**config.mk**
```make
export PLATFORM = sky130hd
export DESIGN_NAME = ancs_ram
export DESIGN_NICKNAME = d
export VERILOG_FILES = /design/src/rtl/core/ancs_ram.sv
export SDC_FILE = /design/constraint.sdc
export NUM_CORES = 1
export LEC_CHECK = 0
export BUFFER_PORTS_ARGS = -buffer_cell sky130_fd_sc_hd__buf_2
export CORE_ASPECT_RATIO = 1.5
export CORE_MARGIN = 1.5
export CORE_UTILIZATION = 60
export DETAILED_ROUTE_END_ITERATION = 8
export GPL_ROUTABILITY_DRIVEN = 0
export MAX_ROUTING_LAYER = met4
export PLACE_DENSITY = 0.77
export REMOVE_ABC_BUFFERS = 1
export SLEW_MARGIN = 20
export SYNTH_ARGS = -nofsm -noshare
export SYNTH_HDL_FRONTEND = slang
export SYNTH_SLANG_ARGS = --single-unit
```
**constraint.sdc**
```tcl
create_clock -name clk -period 5 [get_ports clk]
set_input_delay 1.25 -clock clk [delete_from_list [all_inputs] [get_ports clk]]
set_output_delay 1.25 -clock clk [all_outputs]
set_load 0.01 [all_outputs]
```
**src/rtl/core/ancs_ram.sv**
```systemverilog
`default_nettype none
module ancs_ram #(
    parameter int WIDTH = 32,
    parameter int DEPTH = 32
) (
    input  wire logic                     clk,
    input  wire logic                     we,
    input  wire logic [$clog2(DEPTH)-1:0] waddr,
    input  wire logic [WIDTH-1:0]         wdata,
    input  wire logic [$clog2(DEPTH)-1:0] raddr,
    output logic      [WIDTH-1:0]         rdata
);

    logic [WIDTH-1:0] mem [DEPTH];

    always_ff @(posedge clk)
    begin
        if (we)
        begin
            mem[waddr] <= wdata;
        end
        rdata <= mem[raddr];
    end

endmodule
`default_nettype wire

```
==> results of run 1 <==
==> where the power goes <==
| group | internal (W) | switching, W |
|---|---|---|
| Combinational | 0.000299 | 0.000642 |
| Sequential | 0.00984 | 0.0000466 |
| Clock | 0.00389 | 0.00302 |
| Total | 0.0140 | 0.00371 |
==> Yosys cell counts <==
| master | count | share of area [%] |
|---|---|---|
| a21oi_1 | 96 | 1.2 |
| a22o_1 | 64 | 1.4 |
| a22oi_1 | 96 | 1.8 |
| a31oi_1 | 32 | 0.49 |
| and2_1 | 1 | 0.015 |
| and2b_1 | 1 | 0.019 |
| buf_1 | 5 | 0.046 |
| buf_2 | 26 | 0.32 |
| buf_4 | 33 | 0.61 |
| buf_6 | 15 | 0.42 |
| clkbuf_1 | 46 | 0.43 |
| clkbuf_4 | 2 | 0.037 |
| dfxtp_1 | 32 | 1.6 |
| edfxtp_1 | 1024 | 76 |
| mux2i_1 | 512 | 13 |
| nand2_1 | 98 | 0.91 |
| nand2b_1 | 2 | 0.031 |
| nand3_1 | 98 | 1.2 |
| nand3b_1 | 5 | 0.093 |
| nor2_1 | 34 | 0.32 |
| nor2b_1 | 1 | 0.015 |
| nor3_1 | 32 | 0.40 |
| or2_2 | 1 | 0.015 |
| or3_1 | 1 | 0.015 |
| or3b_2 | 3 | 0.065 |
==> placed cells by master, fill, tap and decap left out, drive strengths merged <==
| master | n |
|---|---|
| clkinv | 24 |
| bufinv | 7 |
| a21oi | 96 |
| or2 | 1 |
| dfxtp | 32 |
| edfxtp | 1024 |
| or3 | 1 |
| a31oi | 32 |
| nand3b | 5 |
| clkinvlp | 4 |
| clkbuf | 125 |
| and2b | 1 |
| nand2b | 2 |
| diode | 1 |
| nor2 | 34 |
| inv | 2 |
| a22oi | 96 |
| nand3 | 98 |
| nand2 | 98 |
| and2 | 1 |
| mux2i | 512 |
| or3b | 3 |
| nor2b | 1 |
| nor3 | 32 |
| buf | 142 |
| a22o | 64 |
==> cell families after synthesis <==
group	synth area share, %
compound gates	4.85
flops	77.5
mux	12.7
buf+inv	1.86
simple gates	3.10
==> cell type report <==
| cell class | count | area, um2 | area share (%) |
|---|---|---|---|
| Antenna cell | 1 | 2.50 | 0.00553 |
| Clock inverter | 37 | 363 | 0.803 |
| Tap cell | 885 | 1110 | 2.45 |
| Clock buffer | 125 | 2530 | 5.59 |
| Multi-Input combinational cell | 1077 | 8610 | 19.0 |
| Timing Repair Buffer | 142 | 1210 | 2.68 |
| Sequential cell | 1056 | 31400 | 69.4 |
==> per-layer routing <==
metal	vias up	routed length (um)	global-route usage, %
li1	9177	-	-
met1	10900	35100	35.4
met2	1113	47700	46.2
met3	174	7430	3.83
met4	0	3320	11.0
met5	-	0	-
==> flip-flops by register name (all words and copies together), names as in the netlist <==
signal / count
mem: 1024
rdata: 32
==> worst paths after layout <==
check	cells past startpoint	endpoint	slack [ps]
max	4	mem[17][30]	1980
min	4	rdata[1]	610
max reg2reg	5	rdata[26]	3310
min reg2reg	4	rdata[1]	610
==> metrics by stage <==
step	instance area, um2	setup TNS (ps)	hold WS, ps
finish	45200	0	613
global route	45200	0	650
CTS	45100	0	618
detailed placement	42200	0	592
global placement	42000	0	594
floorplan	39700	-39260	554
==> critical path, cell delays in order <==
cell,delay (ps)
buf_2,120
nand3b_1,670
nor2_4,880
buf_4,390
==> impl_metrics.json, run 1 <==
{
  "status": "finished clean",
  "numCtsBuffers": 89,
  "maxSlewViolCount": 0,
  "ys_types": 25,
  "hold_path_class": "flop to flop",
  "antenna_found_initial": 0,
  "start_kind": "input pin",
  "holdBufCountCts": 0,
  "dp_hpwl_mm": 53.5,
  "synth-seq-cells": 1056,
  "yosys_warnings": 0,
  "cts_tree": "built",
  "dr.pass1.iters": 5,
  "dieArea_mm2": 0.0691,
  "syn_inst": 2260,
  "fin_cells": 3323,
  "ctsHtreeMaxLevel": 3,
  "detail-route-antenna-nets": 0,
  "first_iter_violations": 2351,
  "core_region_area_mm2": 0.0668,
  "clk_latency_ps": 660,
  "rows": 116,
  "cts_sinks": 1056,
  "hold_start": "mem[27][1]",
  "power.density_mw_per_mm2": 392,
  "clock_skew_ps": 28.6,
  "via_per_inst": 6.42,
  "rr_startpoint": "mem[3][26]",
  "pre_cts_ws_ps": 1280,
  "fmax_mhz": 331,
  "rsz0062_at_grt": "no",
  "start_util_pct": 60.6,
  "hold_violations": 0,
  "worst_slew_pin_slew_ps": 1140,
  "track_usage_pct": 27.9,
  "drcViolationCount": 0,
  "required_ps": 5320,
  "fin_ws_ps": 1980,
  "yosysSeqAreaShare_pct": 77.5,
  "post_drt_wl_per_cell_um": 28.2,
  "syn-cell-area_mm2": 0.0405,
  "crit_type": "input pin to flop",
  "final_util_pct": 67.7,
  "p_total_w": 0.0177,
  "max_cap_violations": 0,
  "ios": 76,
  "period_share_pct": 60.4,
  "wl_mm": 93.5,
  "endpoint_kind": "flop",
  "io_buffers": 75,
  "leakage_nw": 15.7,
  "vias": 21300,
  "grt_pass1_vias": 21500,
  "cp.arrival_ps": 3340,
  "grt_max_degree": 129,
  "dp.cells": 3156,
  "finalSetupViolations": 0,
  "syn_area_per_cell_um2": 17.9,
  "worstSetupStartpoint": "waddr[1]",
  "maxSlewHeadroom_pct": 24.0,
  "nNetsFinal": 2410,
  "fin_crit_ps": 3020,
  "cts_setup_buffers": 0,
  "area_growth_pct": 11.7,
  "ir_worst_vdd_mv": 0.338,
  "cts_max_path_buffers": 3,
  "critical_path.max_fanout": 19,
  "grt_pass1_wl_mm": 137,
  "drive_gt1_share_pct": 12.8,
  "overflow": 0,
  "fillerInstances": 4235,
  "die_h_um": 321,
  "cts-root-buf": "clkbuf_16",
  "die_w_um": 215,
  "clk_pin_slew_ps": 70,
  "ctsResizeCount": 0
}
Power figures use the tool's default switching activity.
==> run 2: changes to the inputs <==
Settings changed: ABC_AREA set to 1, CORE_UTILIZATION 60 to 56, PLACE_DENSITY 0.77 to 0.75.
Clock period 5 ns to 2.58 ns, I/O delays scaled along.
==> impl_metrics.json, run 2 <==
{
  "rr_startpoint": "mem[9][17]",
  "synth_top_area_share_pct": 72.5,
  "synth_xor_xnor_area_share_pct": 0,
  "ys_types": 14,
  "post_drt_wl_per_cell_um": 23.4,
  "syn_area_per_cell_um2": 12.0,
  "rows": 123,
  "track_usage_pct": 29.7,
  "max_stage_delay_ps": 430,
  "cts_setup_buffers": 0,
  "critical_path.max_fanout": 1,
  "ctsResizeCount": 0,
  "layout_common_cells": "1440 x nand2_1, 1024 x edfxtp_1, 780 x nand3_1, 93 x clkbuf_16, 71 x buf_2",
  "synth_fa_ha_area_share_pct": 0,
  "hold_depth": 1,
  "clock_skew_ps": 26.8,
  "worst_slew_pin_slew_ps": 629,
  "power.density_mw_per_mm2": 745,
  "critPathSlowestCell": "dfxtp_1",
  "antenna_found_initial": 2,
  "area_growth_pct": 12.3,
  "syn_inst": 3536,
  "core_region_area_mm2": 0.0749,
  "dieArea_mm2": 0.0774,
  "muxShareOfSynthArea_pct": 0,
  "crit_type": "flop to output port",
  "via_per_inst": 5.99,
  "dr.pass1.iters": 5,
  "numCtsBuffers": 91,
  "hold_end": "mem[14][21]",
  "holdBufCountCts": 0,
  "required_ps": 1930,
  "synth-simple-area-share_pct": 22.2,
  "hold_violations": 0,
  "pre_cts_ws_ps": 328,
  "die_h_um": 340,
  "yosys.area.top_type": "edfxtp_1",
  "ir_worst_vdd_mv": 0.533,
  "yosys_warnings": 0,
  "finalSetupViolations": 0,
  "largestRegisters": "mem: 1024 flops, rdata: 32 flops",
  "ys_top_cells_by_area": "edfxtp_1 73%, nand2_1 13%, nand3_1 9.2%, buf_6 1.8%, dfxtp_1 1.5%",
  "r2r_setup_slack_ps": 1400,
  "multi_input_area_mm2": 0.00967,
  "ios": 76,
  "cts_tree": "built",
  "ctsHtreeMaxLevel": 3,
  "synth_compound_area_share_pct": 0,
  "max_cap_violations": 0,
  "synth_edf_count": 1024,
  "synth_top_family_by_area": "simple AND/OR/NAND/NOR gates",
  "largest-register": "mem",
  "final_util_pct": 63.5,
  "synth_most_common_cell": "nand2_1",
  "period_share_pct": 74.6,
  "io_buffers": 75,
  "clk_latency_ps": 660,
  "rsz0062_at_grt": "no",
  "synth-seq-cells": 1056,
  "grt_pass1_vias": 27500,
  "critPathTopFamily": "flip-flops",
  "status": "finished clean",
  "fin_cells": 4696,
  "synth-main-ff-cell": "edfxtp_1",
  "largest_reg_flops": 1024,
  "hold_start": "wdata[21]",
  "first_iter_violations": 3728,
  "overflow": 0,
  "fmax_mhz": 520,
  "dp_hpwl_mm": 57.8,
  "hold_path_class": "input pin to flop",
  "maxSlewHeadroom_pct": 58.1,
  "maxSlewViolCount": 0,
  "vias": 28100,
  "register_area_mm2": 0.0314,
  "detail-route-antenna-nets": 0,
  "leakage_nw": 17.5,
  "die_w_um": 228,
  "dp.cells": 4518,
  "drcViolationCount": 0,
  "endpoint_kind": "output port",
  "cts-root-buf": "clkbuf_16",
  "setup-tns-final_ps": 0,
  "start_util_pct": 56.6,
  "reg2reg_depth": 8,
  "clk_pin_slew_ps": 70,
  "cts_max_path_buffers": 3,
  "critPathBufInv": 1,
  "rr_endpoint": "rdata[17]",
  "async_flop_share_pct": 0,
  "nNetsFinal": 3655,
  "synth_commonest_cells": "1440 x nand2_1, 1024 x edfxtp_1, 780 x nand3_1",
  "worstPathCellList": "buf_2",
  "wl_mm": 110,
  "grt_pass1_wl_mm": 164,
  "fillerInstances": 5333,
  "start_kind": "flop",
  "drive_gt1_share_pct": 10.1,
  "cp.arrival_ps": 1280,
  "fin_crit_ps": 1920,
  "cts_sinks": 1056,
  "syn-cell-area_mm2": 0.0424,
  "final_common_cell": "nand2_1",
  "fin_ws_ps": 655,
  "yosysSeqAreaShare_pct": 74.0,
  "grt_max_degree": 122
}
[run 2: cell types whose count changed after synthesis, moves of 51 or more]
cell     change
a22oi_1     -96
mux2i_1    -512
a22o_1      -64
buf_6       +51
nand2_1   +1342
a21oi_1     -96
buf_2       +57
nand3_1    +682
[run 2: routing by layer]
layer	up-vias	share of wire, %	wire length, um	GRT usage [%]
met5	-	0	0	-
met2	1738	50	54500	48.0
li1	12500	-	-	-
met3	363	10	11300	4.42
met4	0	4.7	5160	14.3
met1	13500	35	39000	36.8
[run 2: power by group]
| part | switching (W) | internal [W] | total (W) |
|---|---|---|---|
| Clock | 0.00607 | 0.00802 | 0.0141 |
| Combinational | 0.00160 | 0.000638 | 0.00223 |
| Sequential | 0.0000785 | 0.0191 | 0.0191 |
[run 2: layout make-up]
class	instances	area share, %
Sequential cell	1056	65.9
Multi-Input combinational cell	2252	20.3
Clock buffer	110	5.09
Timing Repair Buffer	200	4.48
Tap cell	1000	2.63
Clock inverter	62	1.39
Inverter	10	0.142
Antenna cell	6	0.0315
[run 2: through the flow]
stage | hold WS (ps) | total power, W | area, um2
2_1_floorplan | 688 | 0.0205 | 40900
3_3_place_gp | 719 | 0.0217 | 44500
3_5_place_dp | 730 | 0.0217 | 44500
4_1_cts | 450 | 0.0355 | 47600
5_1_grt | 478 | 0.0364 | 47600
6_report | 470 | 0.0355 | 47600
[run 2: logic make-up after synthesis]
| kind of cell | count (synthesis) |
|---|---|
| buf+inv | 228 |
| flops | 1056 |
| simple gates | 2252 |
[run 2: worst max-delay path by stage]
stage,from,end,slack (ps),cells after the start
after CTS,rdata[10],rdata[10],630,1
after detailed placement,raddr[0],rdata[24],330,11
after floorplan,raddr[1],rdata[20],-740,8
after global routing,rdata[10],rdata[10],640,1
after global placement,raddr[0],rdata[24],380,11
final,rdata[26],rdata[26],660,1
