## config.mk

```make
export PLATFORM = sky130hd
export DESIGN_NAME = ancs_div
export DESIGN_NICKNAME = d
export VERILOG_FILES = /design/src/rtl/core/ancs_pkg.sv /design/src/rtl/core/ancs_div.sv
export SDC_FILE = /design/constraint.sdc
export NUM_CORES = 1
export LEC_CHECK = 0
export BUFFER_PORTS_ARGS = -buffer_cell sky130_fd_sc_hd__buf_2
export CAP_MARGIN = 30
export CORE_MARGIN = 8
export CORE_UTILIZATION = 45
export CTS_CLUSTER_DIAMETER = 100
export DETAILED_ROUTE_END_ITERATION = 8
export PLACE_DENSITY = 0.73
export SLEW_MARGIN = 5
export SYNTH_ARGS = -nofsm -noshare
export SYNTH_HDL_FRONTEND = slang
export SYNTH_SLANG_ARGS = --single-unit
```

## constraint.sdc

```tcl
create_clock -name clk -period 3.6 [get_ports clk]
set_clock_uncertainty 0.1 [all_clocks]
set_input_delay 0.18 -clock clk [delete_from_list [all_inputs] [get_ports clk]]
set_output_delay 0.18 -clock clk [all_outputs]
set_load 0.05 [all_outputs]
```

## src/rtl/core/ancs_pkg.sv

```systemverilog
`default_nettype none
package ancs_pkg;

    localparam logic [1:0] KIND_COORD  = 2'd0;
    localparam logic [1:0] KIND_PHER   = 2'd1;
    localparam logic [1:0] KIND_CHOOSE = 2'd2;

    localparam int CITY_W     = 5;
    localparam int COORD_W    = 15;
    localparam int PHER_W     = 32;
    localparam int MASK_W     = 32;
    localparam int RAND_W     = 16;
    localparam int WEIGHT_W   = 32;
    localparam int CNT_W      = 7;
    localparam int SCAN_W     = 6;
    localparam int SLOT_W     = 14;
    localparam int SQ_W       = 30;
    localparam int DIST_W     = 31;
    localparam int PHM_W      = 39;
    localparam int NUM_W      = 55;
    localparam int TOTAL_W    = 37;
    localparam int THRESH_W   = 53;
    localparam int STEP_W     = 5;

    localparam logic [6:0]          DIST_SCALE = 7'd100;
    localparam logic [SCAN_W-1:0]   CITY_LIMIT = 6'd32;
    localparam logic [STEP_W-1:0]   LAST_STEP  = 5'd31;
    localparam logic [WEIGHT_W-1:0] WEIGHT_MAX = 32'hFFFF_FFFF;
    localparam logic [5:0]          COUNT_RESET = 6'd32;

    typedef enum logic [10:0] {
        S_IDLE  = 11'b000_0000_0001,
        S_CUR   = 11'b000_0000_0010,
        S_SCAN  = 11'b000_0000_0100,
        S_MULT  = 11'b000_0000_1000,
        S_SUM   = 11'b000_0001_0000,
        S_START = 11'b000_0010_0000,
        S_DIV   = 11'b000_0100_0000,
        S_RSCAN = 11'b000_1000_0000,
        S_RACC  = 11'b001_0000_0000,
        S_DONE  = 11'b010_0000_0000,
        S_SPARE = 11'b100_0000_0000
    } state_t;

    typedef struct packed {
        logic                done;
        logic [WEIGHT_W-1:0] quot;
    } div_res_t;

    function automatic logic [SLOT_W-1:0] edge_slot(
        input logic [CITY_W-1:0] a,
        input logic [CITY_W-1:0] b,
        input logic [CNT_W-1:0]  n
    );
        logic [SLOT_W-1:0] lo;
        logic [SLOT_W-1:0] hi;
        logic [SLOT_W-1:0] prod;
        lo = (a < b) ? SLOT_W'(a) : SLOT_W'(b);
        hi = (a < b) ? SLOT_W'(b) : SLOT_W'(a);
        prod = (SLOT_W'({n, 1'b0}) - lo - SLOT_W'(1)) * lo;
        return (prod >> 1) + hi - lo - SLOT_W'(1);
    endfunction

endpackage
`default_nettype wire

```

## src/rtl/core/ancs_div.sv

```systemverilog
`default_nettype none
module ancs_div
    import ancs_pkg::*;
(
    input  wire logic                clk,
    input  wire logic                rst_n,
    input  wire logic                start,
    input  wire logic [NUM_W-1:0]    num,
    input  wire logic [WEIGHT_W-1:0] den,
    output div_res_t                 res
);

    logic                busy_reg, busy_next;
    logic                done_reg, done_next;
    logic [STEP_W-1:0]   step_reg, step_next;
    logic [WEIGHT_W-1:0] rem_reg, rem_next;
    logic [WEIGHT_W-1:0] numl_reg, numl_next;
    logic [WEIGHT_W-1:0] quot_reg, quot_next;
    logic [WEIGHT_W-1:0] den_reg, den_next;
    logic [WEIGHT_W:0]   trial;
    logic [NUM_W-WEIGHT_W-1:0] num_hi;

    assign num_hi = num[NUM_W-1:WEIGHT_W];
    assign trial  = {rem_reg, numl_reg[WEIGHT_W-1]};

    always_comb
    begin
        busy_next = busy_reg;
        done_next = 1'b0;
        step_next = step_reg;
        rem_next  = rem_reg;
        numl_next = numl_reg;
        quot_next = quot_reg;
        den_next  = den_reg;
        if (start)
        begin
            // quotient above 32 bits, or zero divisor, saturates
            if (WEIGHT_W'(num_hi) >= den)
            begin
                quot_next = WEIGHT_MAX;
                done_next = 1'b1;
                busy_next = 1'b0;
            end
            else
            begin
                rem_next  = WEIGHT_W'(num_hi);
                numl_next = num[WEIGHT_W-1:0];
                den_next  = den;
                step_next = '0;
                busy_next = 1'b1;
            end
        end
        else if (busy_reg)
        begin
            if (trial >= {1'b0, den_reg})
            begin
                rem_next  = WEIGHT_W'(trial - {1'b0, den_reg});
                quot_next = {quot_reg[WEIGHT_W-2:0], 1'b1};
            end
            else
            begin
                rem_next  = trial[WEIGHT_W-1:0];
                quot_next = {quot_reg[WEIGHT_W-2:0], 1'b0};
            end
            numl_next = {numl_reg[WEIGHT_W-2:0], 1'b0};
            step_next = step_reg + STEP_W'(1);
            if (step_reg == LAST_STEP)
            begin
                busy_next = 1'b0;
                done_next = 1'b1;
            end
        end
    end

    always_ff @(posedge clk or negedge rst_n)
    begin
        if (!rst_n)
        begin
            busy_reg <= 1'b0;
            done_reg <= 1'b0;
            step_reg <= '0;
        end
        else
        begin
            busy_reg <= busy_next;
            done_reg <= done_next;
            step_reg <= step_next;
        end
    end

    always_ff @(posedge clk)
    begin
        rem_reg  <= rem_next;
        numl_reg <= numl_next;
        quot_reg <= quot_next;
        den_reg  <= den_next;
    end

    assign res.done = done_reg;
    assign res.quot = quot_reg;

endmodule
`default_nettype wire
```

==> results.md, run 1 <==
- Run status: complete, no violations
- Power per unit of standard cell area: approximately 650 nW/um2
- Worst setup EP type: register
- Maximum fanout along the worst path: 25
- Clock tree from TritonCTS: built
- Synthesized instance count: between 700 and 800
- Startpoint Class: primary input
- Cell internal power dissipation: roughly 4.2 mW
- Hold Path Class: in -> async
- Peak Freq: 290 MHz
- Sum of routed wire length over all layers: 19.7 mm
- Cell with the biggest individual delay on the critical path: dlygate4sd3_1
- Post-route fraction of the period consumed by the critical path: a little over nine tenths
- Std-Cell Core Area: 17,100 um2
- Clock H-tree levels: 4
- Proportion of power drawn by flip-flops and latches: 32.8%
- Global-route wire length before repair: 31.7 mm
- Top Family by Delay on Critical Path: compound AO/OA/AOI/OAI gates
- Number of nets in the synthesized netlist: 856
- Placer congestion estimate: roughly 0.86
- Sink count of the clock tree: 135
- Worst-margin pin slew: 0.650 ns
- Iteration count of the initial detailed-routing pass: 5
- Overall routing resource usage: 18.3%
- Worst path required time: 3.62 ns
- Average wire per standard cell: around 17 um
- Largest net degree at the start of global routing: 60
- Number of top-level design ports: 123
- Fraction of final layout cells sized beyond drive strength 1: 25.5%
- Area Overhead vs Synth: 30.4%
- Power spent charging and discharging nets: 2.40 mW
- Number of stages on the worst setup path: 13
- Largest stage delay on the critical path: 0.54 ns
- Cell chosen for the clock root: clkbuf_16
- Minimum setup slack in the final design: 0.151 ns
- Clock-pin slew on the worst setup and hold paths: 0.06 ns
- CP bufs+invs: 4
- Post-CTS Setup Inserts: 0
- Cell repeated most along the worst path: a21o_1
- Post-placement worst setup slack: 0.164 ns
- Max-capacitance violation count: 0
- Number of enable flip-flop cells after synthesis: 128
- Count of synthesis-stage warnings from yosys: 0
- Final HPWL from detailed placement: 13.4 mm
- Post-route DRC: 0
- Critical R2R Capture: rem_reg[14]
- Number of global-route vias before repair: 6,323
- IO buf count: between 100 and 150
- Area of the die: 21,800 um2
- Worst setup path class: in -> reg
- Final setup vio count: 0
- Hold Fails Final Rpt: 0
- Overall die height: 148 um
- RSZ-0062 raised after global routing: no
- Total inserted antenna cells: 0
- Maximum vdd ir drop: 0.000363 V
- Sequential fraction of the synthesis area: 51.4%
- Max_slew headroom: between 50% and 60%
- Share of power burned in combinational logic: 39.2%
- Number of storage elements in the synthesis netlist: 135
- Initial Util: a little under half
- Worst reg2reg startpoint: rem_reg[2]
- Net switching share of the total power: between 30% and 40%
- Fin nets: around 1,100
- Number of DRC markers after the initial detailed-route iteration: 346
- Prevailing post-synth register cell: edfxtp_1
- R2R cell count: 10
- Fillcell total: 1,400
- Synth Area per Inst: 11.0 um2
- Minimum setup slack among reg-to-reg paths: 0.39 ns
- Horizontal die dimension: 148 um
- Number of different library cells in the post-synthesis netlist: 60
- Remaining antenna violation count after routing: 0
- Leakage: 4.36 nW
- Cells traversed along the worst timing path: dlygate4sd3_1 -> buf_2 -> ha_1 -> a21o_1 -> a21o_1 -> a211oi_1 -> o2111ai_1 -> a221oi_2 -> o41ai_2 -> nor2_4 -> nor2_2 -> clkinvlp_4 -> buf_12
- Slew Viols, Final: 0
- Minimum clock period: 3.45 ns
- Remaining global-route overflow: 0
- Overall via count from detail_route: 6,049
- Total negative setup slack: 0 ns
- Clock buffers created by TritonCTS: 17
- Number of buffers between clock root and the deepest sink: 2
- CP Data Arrival Time: 3.47 ns
- Post-synthesis instance area: 7810 um2
- Worst-skew pair later-pin latency: approximately 0.43 ns
- Relative contribution of the clock network to total power: 28.0%
- Ys async rst share: 5.19%
- Vias per cell: between 5 and 6
- Number of standard-cell rows in the floorplan: 48
- Antenna violations before repair: 0
-- cell type report --
type | count | area (um2) | area share [%]
multi-input combinational | 482 | 3460 | 34.0
sequential | 135 | 4020 | 39.4
inverter | 67 | 255 | 2.50
tap | 225 | 282 | 2.76
timing repair buffer | 215 | 1550 | 15.2
clock buffer | 17 | 425 | 4.17
clock inverter | 15 | 200 | 1.96
-- power by group through the flow --
stage / registers, mW / clock network, mW / logic, mW
floorplan: 2.19 / 0 / 1.90
global placement: 2.18 / 0 / 2.45
detailed placement: 2.19 / 0 / 2.47
CTS: 2.16 / 1.87 / 2.56
global route: 2.19 / 1.93 / 2.89
finish: 2.16 / 1.85 / 2.59
-- cell usage after synthesis (4+ instances only) --
cell type / n / area (um2)
mux2_2: 32 / 360
clkbuf_1: 17 / 63.8
nor2b_1: 7 / 43.8
xnor2_1: 13 / 114
a31oi_1: 6 / 37.5
and3_1: 4 / 25.0
edfxtp_1: 128 / 3840
ha_1: 57 / 713
nand4_1: 6 / 37.5
nor3b_1: 5 / 37.5
and2_1: 7 / 43.8
nand2b_1: 8 / 50.1
or3_1: 4 / 25.0
nand3_1: 10 / 50.1
or2_2: 32 / 200
o21ai_0: 30 / 150
inv_1: 66 / 248
o21a_1: 9 / 67.6
a21o_1: 23 / 173
mux2i_1: 7 / 70.1
a21oi_1: 59 / 295
nor2_1: 41 / 154
dfrtp_1: 7 / 175
a211oi_1: 4 / 30.0
nand2_1: 53 / 199
xor2_1: 13 / 114
-- what timing repair did --
action	in CTS	in global routing
setup endpoints to repair	0	86
hold buffers	84	0
hold endpoints to repair	90	0
gates resized for setup	0	1
-- layout by cell type (no fill, tap or decap), types with 6 or more instances in the layout --
cell type | Yosys | layout
nand2b_1 | 8 | 8
clkbuf_16 | 0 | 17
buf_2 | 3 | 121
and2_1 | 7 | 7
nor2b_1 | 7 | 7
o21a_1 | 9 | 9
nand4_1 | 6 | 6
buf_4 | 1 | 8
a21oi_1 | 59 | 59
mux2i_1 | 7 | 7
inv_1 | 66 | 65
edfxtp_1 | 128 | 128
xor2_1 | 13 | 13
nand2_1 | 53 | 53
o21ai_0 | 30 | 30
nand3_1 | 10 | 10
a31oi_1 | 6 | 6
or2_2 | 32 | 32
nor2_1 | 41 | 39
ha_1 | 57 | 57
mux2_2 | 32 | 32
xnor2_1 | 13 | 13
dlygate4sd3_1 | 0 | 84
dfrtp_1 | 7 | 7
a21o_1 | 23 | 23
-- worst register-to-register path: stages (launching register included) --
cell and delay [ns]:
edfxtp_1 0.40, ha_1 0.37, nand2_1 0.09, a211o_1 0.29
a311o_1 0.32, a31oi_4 0.29, o221ai_2 0.17, a31o_1 0.28
buf_4 0.20, or3_1 0.36, a31oi_1 0.18
-- worst max-delay path by stage --
stage / from / to
2_1_floorplan: den[9] / numl_reg[0]
3_3_place_gp: num[41] / rem_reg[18]
3_5_place_dp: num[41] / rem_reg[31]
4_1_cts: num[41] / rem_reg[19]
5_1_grt: den[9] / rem_reg[19]
6_report: num[41] / rem_reg[19]
-- metal layers --
| metal | part of all wire (%) | up-vias | global-route usage [%] |
|---|---|---|---|
| met5 | 0 | - | 0 |
| met2 | 49 | 139 | 31.3 |
| li1 | - | 3001 | - |
| met3 | 5.1 | 28 | 5.17 |
| met4 | 2.1 | 0 | 7.19 |
| met1 | 43 | 2881 | 21.2 |
-- cells by family (layout without fill, tap and decap cells) --
logic type / after synthesis / in the layout / synth area share [%]
adder cells (fa/ha/maj): 58 / 58 / 9.38
XOR/XNOR: 26 / 26 / 2.91
AND/OR/NAND/NOR: 188 / 188 / 12.1
flip-flops: 135 / 135 / 51.4
multiplexers: 39 / 39 / 5.51
AO/OA/AOI/OAI: 171 / 171 / 14.1
buffers and inverters: 91 / 314 / 4.56
-- metrics by stage --
stage | area (um2) | power (mW) | util [%] | hold slack, ns | instances
final | 10200 | 6.60 | 59.5 | 0.0356 | 1156
after global routing | 10200 | 7.00 | 59.5 | 0.0435 | 1156
after detailed placement | 8720 | 4.66 | 50.9 | -0.0770 | 1040
after CTS | 10200 | 6.60 | 59.5 | 0.0204 | 1156
after global placement | 8720 | 4.63 | 50.9 | -0.0762 | 1040
after floorplan | 7840 | 4.10 | - | -0.216 | 708
(Power assumes the default switching activity.)
==> inputs of run 2 (changes only) <==
clock period = 4.08 ns   (was 3.6 ns; I/O delays follow)
==> run 2 against run 1 <==
Effect of this change: critical path depth is the same; clock-buffer cell count is the same; combinational power shrank 13%; first-iteration DRC count grew 15%; hold slack lost 0.011 ns; non-clock buffer count shrank 7; critical path type unchanged; largest cell class unchanged.
==> results.md, run 2 (same netlist as run 1, synthesis figures left out) <==
- Sum of routed wire length over all layers: 19.4 mm (-1.5%)
- Std-Cell Core Area: 17,100 um2 (unchanged)
- Fraction of final layout cells sized beyond drive strength 1: 25.2% (-0.24 points)
- Final setup vio count: 0 (unchanged)
- Number of buffers between clock root and the deepest sink: 2 (unchanged)
- Horizontal die dimension: 148 um (unchanged)
- Hold slack: 0.0250 ns (-0.0107 ns)
- Most common library cell in the layout ignoring fill and taps: edfxtp_1
- Average wire per standard cell: 16.8 um (-0.96%)
- Cells traversed along the worst timing path: dlygate4sd3_1 -> buf_2 -> ha_1 -> a21o_1 -> a21o_1 -> a211oi_1 -> o2111ai_1 -> a221oi_1 -> o41ai_1 -> nor2_4 -> nor2_1 -> clkinvlp_4 -> buf_4
- Worst-skew pair later-pin latency: 0.42 ns (about the same)
- Leakage: 4.29 nW (-1.5%)
- Power per unit of standard cell area: 567 nW/um2 (-12%)
- Global-route wire length before repair: 31.8 mm (+0.37%)
- Minimum clock period: 3.60 ns
- Cell with the biggest individual delay on the critical path: dlygate4sd3_1
- Fillcell total: 1,413 (+0.93%)
- Run status: complete, no violations
- Number of top-level design ports: 123 (unchanged)
- Total negative setup slack: 0 ns (unchanged)
- Maximum fanout along the worst path: 43 (+72%)
- Number of global-route vias before repair: 6,211 (-1.8%)
- Overall routing resource usage: 18.2% (-0.037 points)
- Worst-margin pin slew: 0.815 ns (+0.165 ns)
- Clock tree from TritonCTS: built
- Clock H-tree levels: 4 (unchanged)
- Clock-pin slew on the worst setup and hold paths: 0.06 ns (about the same)
- Slew Viols, Final: 0 (unchanged)
- Number of DRC markers after the initial detailed-route iteration: 398 (+15%)
- Largest net degree at the start of global routing: 67 (+12%)
- Number of standard-cell rows in the floorplan: 48 (unchanged)
- CP bufs+invs: 4 (unchanged)
- Area Overhead vs Synth: 28.6%
- Overall via count from detail_route: 6,072 (+0.38%)
- Worst path required time: 4.03 ns (+0.41 ns)
- Hold Path Class: in -> reg
- Iteration count of the initial detailed-routing pass: 5 (unchanged)
- Most frequent cells in the layout: edfxtp_1, buf_2, dlygate4sd3_1
- Antenna violations before repair: 1 (+1)
- Startpoint Class: primary input
- IO buf count: 122 (unchanged)
- Area of the die: 21,800 um2 (unchanged)
- RSZ-0062 raised after global routing: no
- Vias per cell: 5.28 (+0.90%)
- CP Data Arrival Time: 3.56 ns (+0.09 ns)
- Clock buffers created by TritonCTS: 17 (unchanged)
- Cell repeated most along the worst path: a21o_1
- Fin nets: 1,059 (-0.66%)
- Top Family by Delay on Critical Path: compound AO/OA/AOI/OAI gates
- Hold Fails Final Rpt: 0 (unchanged)
- Initial Util: 45.7% (unchanged)
- Maximum vdd ir drop: 0.000349 V (-4.0%)
- Peak Freq: 278 MHz
- Worst setup EP type: register
- Overall die height: 148 um (unchanged)
- Largest stage delay on the critical path: 0.53 ns (about the same)
- Sink count of the clock tree: 135 (unchanged)
- Post-route DRC: 0 (unchanged)
- Max_slew headroom: 45.0% (-12 points)
- Cell chosen for the clock root: clkbuf_16
- Post-CTS Setup Inserts: 0 (unchanged)
- Max-capacitance violation count: 0 (unchanged)
- Remaining antenna violation count after routing: 0 (unchanged)
- Placer congestion estimate: 0.858 (about the same)
- Post-route fraction of the period consumed by the critical path: 88.2%
- Resize count post-CTS: 0 (unchanged)
- Remaining global-route overflow: 0 (unchanged)
- Final HPWL from detailed placement: 13.3 mm (-0.74%)
- Worst setup path class: in -> reg
-- run 2: tightest hold or removal path, stage by stage --
cell and delay [ns]:
buf_2 0.10, nand2_1 0.06, o21ai_0 0.07
-- run 2: cell type report --
| type | instances | area, um2 | share of cell area [%] |
|---|---|---|---|
| inverters | 67 | 255 | 2.54 |
| well taps | 225 | 282 | 2.80 |
| clock buffers | 17 | 425 | 4.23 |
| multi-input cells | 482 | 3450 | 34.3 |
| clock inverters | 15 | 163 | 1.62 |
| diodes | 1 | 2.50 | 0.0249 |
| repair buffers | 208 | 1450 | 14.5 |
| flip-flops and latches | 135 | 4020 | 40.0 |
-- run 2: where the power goes --
| group | switching, mW | internal, mW |
|---|---|---|
| clock | 0.659 | 0.866 |
| sequential | 0.107 | 1.80 |
| combinational | 1.31 | 0.953 |
-- run 2: worst paths after layout --
path,cells after the start,start,endpoint,slack (ns)
max,13,num[41],rem_reg[11],0.48
min,3,num[50],rem_reg[18],0.02
max reg2reg,11,rem_reg[2],rem_reg[16],0.61
min reg2reg,1,quot_reg[9],quot_reg[10],0.43
max in group asynchronous,2,rst_n,step_reg[3],3.65
min in group asynchronous,2,rst_n,step_reg[0],0.07
-- run 2: through the flow --
step           area (um2)  utilization [%]  worst slack [ns]  power (mW)  instances
3_3_place_gp         8680             50.7             0.676        4.07       1039
3_5_place_dp         8680             50.7             0.511        4.09       1039
6_report            10000             58.7             0.480        5.69       1150
5_1_grt             10000             58.7             0.228        6.04       1150
2_1_floorplan        7820                -            0.0112        3.62        708
4_1_cts             10000             58.7             0.395        5.69       1149
-- run 2: metal layers --
layer,part of all wire (%),GRT usage [%],vias up
met3,4.6,4.04,21
met1,44,22.9,2926
met5,0,0,-
met2,50,30.3,138
li1,-,-,2987
met4,1.6,6.88,0
-- run 2: what timing repair did --
item                                    CTS  global route
hold endpoints to repair                 84             0
endpoints found under the setup margin    0             0
hold buffers                             78             0
==> inputs of run 3 (changes only) <==
ABC_AREA = 1   (was unset)
PLACE_DENSITY = 0.72   (was 0.73)
==> run 3 against run 2 <==
Effect of this change: clock-buffer cell count stayed put; sequential share of layout area is 4.4 points lower; setup slack better by 0.54 ns; register-to-register slack better by 0.41 ns; die area is 13% higher; sequential cell count stayed put; via count is 34% higher; cell count is 42% higher; utilization is 0.75 points lower; design area is 12% higher; fmax is 18% higher; clock power is 5% higher; largest power group unchanged; highest routed layer unchanged.
==> results.md, run 3 <==
- Horizontal die dimension: 157 um (+6.2%)
- Final Instance Count excl. Fillers: 1,637 (+42%)
- Max-capacitance violation count: 0 (unchanged)
- Synth top area cells: edfxtp_1, nand2_1, inv_1
- Number of different library cells in the post-synthesis netlist: 32 (-47%)
- Maximum fanout along the worst path: 33 (-23%)
- Cells traversed along the worst timing path: ha_1 -> nand2_1 -> nor2_1 -> nand2_1 -> inv_1 -> nand3_4 -> nand2_4 -> nand2_1 -> nand3_1 -> nand2_1
- Post-synth top area share: 43.0% (-6.2 points)
- Sink count of the clock tree: 135 (unchanged)
- IO buf count: 122 (unchanged)
- Cell chosen for the clock root: clkbuf_16
- Remaining antenna violation count after routing: 0 (unchanged)
- Post-route fraction of the period consumed by the critical path: 75.0% (-13 points)
- Ys async rst share: 5.19% (unchanged)
- Largest net degree at the start of global routing: 64 (-4.5%)
- Fraction of final layout cells sized beyond drive strength 1: 14.9% (-10 points)
- Average wire per standard cell: 15.8 um (-6.3%)
- Most frequently used cell type in the post-synthesis netlist: nand2_1
- Number of storage elements in the synthesis netlist: 135 (unchanged)
- Worst reg2reg startpoint: rem_reg[23]
- Overall routing resource usage: 21.7% (+3.5 points)
- Number of enable flip-flop cells after synthesis: 128 (unchanged)
- Area Overhead vs Synth: 26.3%
- Clock tree from TritonCTS: built
- Leakage: 5.66 nW (+32%)
- Global-route wire length before repair: 42.1 mm (+32%)
- Sum of routed wire length over all layers: 25.8 mm (+33%)
- Clock H-tree levels: 4 (unchanged)
- Hold Path End: rem_reg[14]
- Launch instance of the worst min-delay path: num[46]
- Final HPWL from detailed placement: 18.0 mm (+35%)
- CP bufs+invs: 1 (-3)
- Worst-margin pin slew: 0.722 ns (-0.0931 ns)
- R2R cell count: 10 (-1)
- Number of buffers between clock root and the deepest sink: 2 (unchanged)
- Number of global-route vias before repair: 8,436 (+36%)
- Post-route DRC: 0 (unchanged)
- Initial Util: 45.9% (+0.24 points)
- Sequential fraction of the synthesis area: 45.0% (-6.4 points)
- Overall via count from detail_route: 8,146 (+34%)
- Clock buffers created by TritonCTS: 17 (unchanged)
- Hold Path Class: in -> reg
- Count of synthesis-stage warnings from yosys: 0 (unchanged)
- Slew Viols, Final: 0 (unchanged)
- Minimum setup slack among reg-to-reg paths: 1.02 ns (+0.41 ns)
- Clock-pin slew on the worst setup and hold paths: 0.07 ns (about the same)
- Worst setup path class: reg -> reg
- Max_slew headroom: 51.4% (+6.5 points)
- Most frequent cells in the layout: nand2_1, inv_1, edfxtp_1
- Total power: 5.51 mW (-3.2%)
- Worst path required time: 4.16 ns (+0.13 ns)
- Fin nets: 1,506 (+42%)
- Largest stage delay on the critical path: 0.49 ns (-0.04 ns)
- Worst setup EP type: register
- Antenna violations before repair: 1 (unchanged)
- Placer congestion estimate: 0.927 (+8.0%)
- Most common library cell in the layout ignoring fill and taps: nand2_1
- Minimum clock period: 3.06 ns (-0.538 ns)
- Overall die height: 157 um (+6.2%)
- Run status: complete, no violations
- Final setup vio count: 0 (unchanged)
- Number of DRC markers after the initial detailed-route iteration: 600 (+51%)
- Maximum vdd ir drop: 0.000402 V (+15%)
- Vias per cell: 4.98 (-5.8%)
- # placed instances: 1,518 (+46%)
- Hold slack: 0.0510 ns (+0.0261 ns)
- Cell count of the worst hold path: 3 (unchanged)
- Number of top-level design ports: 123 (unchanged)
- RSZ-0062 raised after global routing: no
- Cell with the biggest individual delay on the critical path: nand2_4
- Number of nets in the synthesized netlist: 1,299 (+52%)
- Remaining global-route overflow: 0 (unchanged)
- CP Data Arrival Time: 3.14 ns (-0.42 ns)
- Startpoint Class: register
- Post-synth top area cell: edfxtp_1
- Prevailing post-synth register cell: edfxtp_1
- Number of standard-cell rows in the floorplan: 51 (+6.3%)
- Power per unit of standard cell area: 489 nW/um2 (-14%)
- Synth Area per Inst: 7.76 um2 (-30%)
- Resize count post-CTS: 0 (unchanged)
- Area of the die: 24,600 um2 (+13%)
- Peak Freq: 327 MHz (+18%)
- Hold Fails Final Rpt: 0 (unchanged)
- Cell repeated most along the worst path: nand2_1
- Leading cell types by count after synthesis: nand2_1, inv_1, edfxtp_1, nand3_1, nor2_1
- Total negative setup slack: 0 ns (unchanged)
- Std-Cell Core Area: 19,500 um2 (+14%)
- Synthesized instance count: 1,151 (+63%)
- Critical R2R Capture: rem_reg[6]
- Iteration count of the initial detailed-routing pass: 6 (+1)
- Worst-skew pair later-pin latency: 0.43 ns (about the same)
- Top Family by Delay on Critical Path: simple AND/OR/NAND/NOR gates
- Post-synthesis instance area: 8930 um2 (+14%)
[run 3: cell count changes in the layout (fill, tap and decap cells not counted), moves of 23 or more]
cell	change
nand3_1	+90
inv_1	+128
mux2_2	-32
a21oi_1	-23
nand2_1	+364
nor2_1	+25
[run 3: layout make-up]
class | count | area, um2
Fill cell | 1728 | 8180
Multi-Input combinational cell | 795 | 4050
Timing Repair Buffer | 215 | 1520
Clock buffer | 17 | 425
Antenna cell | 1 | 2.50
Tap cell | 265 | 332
Inverter | 194 | 728
Clock inverter | 15 | 201
Sequential cell | 135 | 4020
[run 3: logic make-up (layout without fill, tap and decap cells)]
family	count (synthesis)	count (layout)	share of synthesized area, %
XOR/XNOR	15	15	1.47
buffers and inverters	221	441	9.74
adder cells (fa/ha/maj)	58	58	8.21
flip-flops	135	135	45.0
AO/OA/AOI/OAI	60	60	3.70
AND/OR/NAND/NOR	662	662	31.9
other	0	1	0
[run 3: worst max-delay path by stage]
| stage | startpoint | endpoint | cells after the start |
|---|---|---|---|
| floorplan | den[15] | numl_reg[0] | 11 |
| global placement | rem_reg[23] | rem_reg[26] | 10 |
| detailed placement | rem_reg[23] | rem_reg[23] | 10 |
| CTS | rem_reg[23] | rem_reg[23] | 10 |
| global route | rem_reg[23] | quot_reg[0] | 11 |
| finish | rem_reg[23] | rem_reg[6] | 10 |
[run 3: worst register-to-register path, delay by kind of cell, from the launching register on]
family                   cells  cell delay [ns]
buffers and inverters        1             0.15
AND/OR/NAND/NOR              8             1.74
flip-flops                   1             0.40
adder cells (fa/ha/maj)      1             0.44
[run 3: metrics by stage]
stage	setup WS, ns	utilization [%]	instance area (um2)
after global routing	0.776	57.9	11300
final	1.02	57.9	11300
after floorplan	0.950	-	8930
after global placement	1.07	50.3	9790
after detailed placement	1.01	50.3	9790
after CTS	0.973	57.9	11300
[run 3: repair_timing]
item / in CTS / in global routing
endpoints found under the setup margin: 0 / 0
hold buffers: 86 / 0
hold endpoints to repair: 92 / 0
setup buffers: 0 / 0
[run 3: layer usage]
layer	routed length, um	vias up	track usage (%)
met5	0	-	0
met4	569	0	7.32
met3	1790	40	5.46
met2	12400	284	36.9
li1	-	4092	-
met1	11100	3730	26.4
[run 3: where the power goes]
part / switching [mW] / internal [mW]
logic: 1.33 / 0.748
registers: 0.0822 / 1.74
clock network: 0.763 / 0.842
total: 2.18 / 3.33
